`config.mk`:
```
export PLATFORM = sky130hd
export DESIGN_NAME = cstp_ram
export DESIGN_NICKNAME = d
export VERILOG_FILES = /design/src/cstp_ram.sv
export SDC_FILE = /design/constraint.sdc
export NUM_CORES = 1
export LEC_CHECK = 0
export BUFFER_PORTS_ARGS = -buffer_cell sky130_fd_sc_hd__buf_2
export CAP_MARGIN = 10
export CELL_PAD_IN_SITES_DETAIL_PLACEMENT = 0
export CELL_PAD_IN_SITES_GLOBAL_PLACEMENT = 1
export CORE_MARGIN = 2
export CORE_UTILIZATION = 55
export CTS_BUF_LIST = sky130_fd_sc_hd__clkbuf_8
export CTS_CLUSTER_DIAMETER = 40
export DETAILED_ROUTE_END_ITERATION = 10
export GPL_ROUTABILITY_DRIVEN = 0
export PLACE_DENSITY = 0.78
export SLEW_MARGIN = 5
export SYNTH_ARGS = -nofsm -noshare
export SYNTH_HDL_FRONTEND = slang
export SYNTH_SLANG_ARGS = --single-unit
```
`constraint.sdc`:
```
create_clock -name clk_i -period 1.95 [get_ports clk_i]
set_clock_uncertainty 0.1 [all_clocks]
set_input_delay 0.0975 -clock clk_i [delete_from_list [all_inputs] [get_ports clk_i]]
set_output_delay 0.0975 -clock clk_i [all_outputs]
set_load 0.1 [all_outputs]
```
`src/cstp_ram.sv`:
```
// generic simple dual port ram, one write and one registered read port
// read during write to the same address returns the old data
module cstp_ram #(
  parameter int unsigned Width = 8,
  parameter int unsigned Depth = 16
) (
  input  logic                     clk_i,
  input  logic                     we_i,
  input  logic [$clog2(Depth)-1:0] waddr_i,
  input  logic [Width-1:0]         wdata_i,
  input  logic [$clog2(Depth)-1:0] raddr_i,
  output logic [Width-1:0]         rdata_o
);

  logic [Width-1:0] mem_q [Depth];

  always_ff @(posedge clk_i) begin
    if (we_i) begin
      mem_q[waddr_i] <= wdata_i;
    end
  end

  always_ff @(posedge clk_i) begin
    rdata_o <= mem_q[raddr_i];
  end

endmodule

```
==> reports/qor.csv <==
metric,value,unit
Post-Syn Nets,247,
row count,35,
die extent in x,101,µm
Initial Util,0.562,
share of layout cells above drive strength 1,0.317,
WHS,125,ps
VDD IR max,0.525,mV
Max-Cap Viols,0,
Setup Crit Path Kind,register to register,
Max Root-Sink Buffers,2,
worst-path maximum fanout,1,
"CTS clk-pin slew, worst paths",80,ps
Hold Fails Final Rpt,0,
WP data arrival,1720,ps
# port buffers,25,
Post-Syn Area,5150,µm²
largest net degree at the start of global routing,20,
clk_lat worst skew,430,ps
fin util,0.656,
post-synth top area share,0.747,
"count leader, synth",edfxtp_1,
Top-Level Pins,26,
Pwr per Cell Area,996,nW/µm²
worst min path class,input pin to register,
Mapped Avg Cell Area,22.5,µm²
initial antenna violation count,0,
placed cell areas,5530,µm²
post-synthesis cell count,229,
Yosys cell types,19,
grt total ovfl,0,
layout overhead on the synthesized area,16.7,%
startpoint types,register,
combinational share of power,0.077,
global-route wire length before repair,14.7,mm
DRT antenna net count,0,
RSZ-0062 raised after global routing,no,
status,"finished, final reports clean",
H-tree levels,4,
Final Routed Wirelength,9.66,mm
post-CTS sizing,0,
cell leakage power,2.06,nW
Clk pwr share,0.374,
TNS Setup,0,ps
first-pass detailed-route iteration total,5,
clock sink total,136,
fin. max-slew vios,0,
DRT iter0 DRCs,337,
number of global-route vias before repair,2527,
Sequential Power Share,0.548,
Worst Path Required,2160,ps
post-DR wirelength/cell,23.2,µm
"EDFF count, synth",128,
CTS root buf,clkbuf_8,
Psw,1.39,mW
"top cells by count, synth","128 x edfxtp_1, 18 x mux4_2, 16 x a22oi_1",
minimum clock period,1510,ps
GRT Total Usage,0.213,
CP endpoint kind,register,
Least-Margin Pin Slew,496,ps
Die ar.,10100,µm²
internal power component,4.59,mW
CORE AREA,9150,µm²
diode count,0,
f_max,662,MHz
DR DRC count,0,
endpoints failing setup,0,
hpwl dp,6.28,mm
die height,101,µm
CTS tree,yes,
synth top area cells,"edfxtp_1 75%, mux4_2 7.9%, mux4_1 7.1%",
largest area contributor in the synthesized netlist,edfxtp_1,
number of vias per cell,6.03,
fin nets,311,
max_slew headroom,0.671,
"final std cell area, no fill",6010,µm²
asr flop ratio synth,0,
number of synthesized register bits,136,
Tcrit/Tclk final,0.775,
Synth Flop Type,edfxtp_1,
part of the Yosys area used for sequential elements,0.778,
Sw Share,0.233,
via count of the routed design,2513,
cts bufs inserted,17,
YS warnings,0,
==> power groups by stage <==
stage	Combinational (mW)	Clock [mW]	Sequential, mW
4_1_cts	0.467	2.27	3.28
3_5_place_dp	0.454	0	3.35
5_1_grt	0.491	2.41	3.29
3_3_place_gp	0.448	0	3.35
2_1_floorplan	0.166	0	3.49
6_report	0.463	2.24	3.28
==> state kept, by name, indices dropped and copies added (netlist names) <==
name,cells
mem_q,128
rdata_o,8
==> metrics by stage <==
step / power, mW / instances / setup WS, ps
after floorplan: 3.65 / 229 / 260
after global placement: 3.79 / 377 / 260
after detailed placement: 3.80 / 377 / 234
after CTS: 6.02 / 417 / 402
after global routing: 6.19 / 417 / 368
final: 5.98 / 417 / 440
==> worst max-delay path, cell delays in order, from the launching register on <==
cell	delay, ps
edfxtp_1	360
mux4_1	500
a22oi_1	330
nand2_1	110
==> per-layer routing <==
metal,up-vias,GRT usage,part of all wire
met1,1296,0.323,0.45
met5,-,0,0
met4,0,0.0854,0.014
met3,13,0.0472,0.069
met2,103,0.308,0.47
li1,1101,-,-
==> worst paths after layout <==
| check | from | endpoint | slack (ps) | cells after the start |
|---|---|---|---|---|
| setup / recovery | mem_q[9][4] | rdata_o[4] | 440 | 3 |
| hold / removal | waddr_i[0] | mem_q[4][7] | 120 | 3 |
| setup reg to reg | mem_q[9][4] | rdata_o[4] | 440 | 3 |
| hold reg to reg | mem_q[8][1] | rdata_o[1] | 590 | 3 |
==> cell type report <==
cell class,count,area [µm²]
clock buffer,18,248
clock inverter,14,150
fill,583,3150
multi-input combinational,83,1060
sequential,136,4000
tap,111,139
timing repair buffer,55,408
==> cell usage in the layout (no fill, tap or decap), drive strengths merged, types with 6 or more instances in the layout <==
| cell | synthesis | final |
|---|---|---|
| nand2 | 9 | 9 |
| dfxtp | 8 | 8 |
| nor2 | 13 | 13 |
| buf | 7 | 47 |
| clkbuf | 0 | 18 |
| mux4 | 32 | 32 |
| dlygate4sd3 | 0 | 8 |
| clkinv | 0 | 6 |
| a22oi | 16 | 16 |
| edfxtp | 128 | 128 |
==> repair_timing <==
item,4_1_cts,5_1_grt
endpoints found under the hold margin,128,0
setup buffers,0,0
hold buffers,8,0
==> cells by family (layout without fill, tap and decap cells) <==
kind of cell	count (synthesis)	count (layout)	synth area share
compound gates	16	16	0.0233
flops	136	136	0.778
simple gates	35	35	0.0318
buf+inv	10	87	0.0168
mux	32	32	0.150
Power figures use the tool's default switching activity.
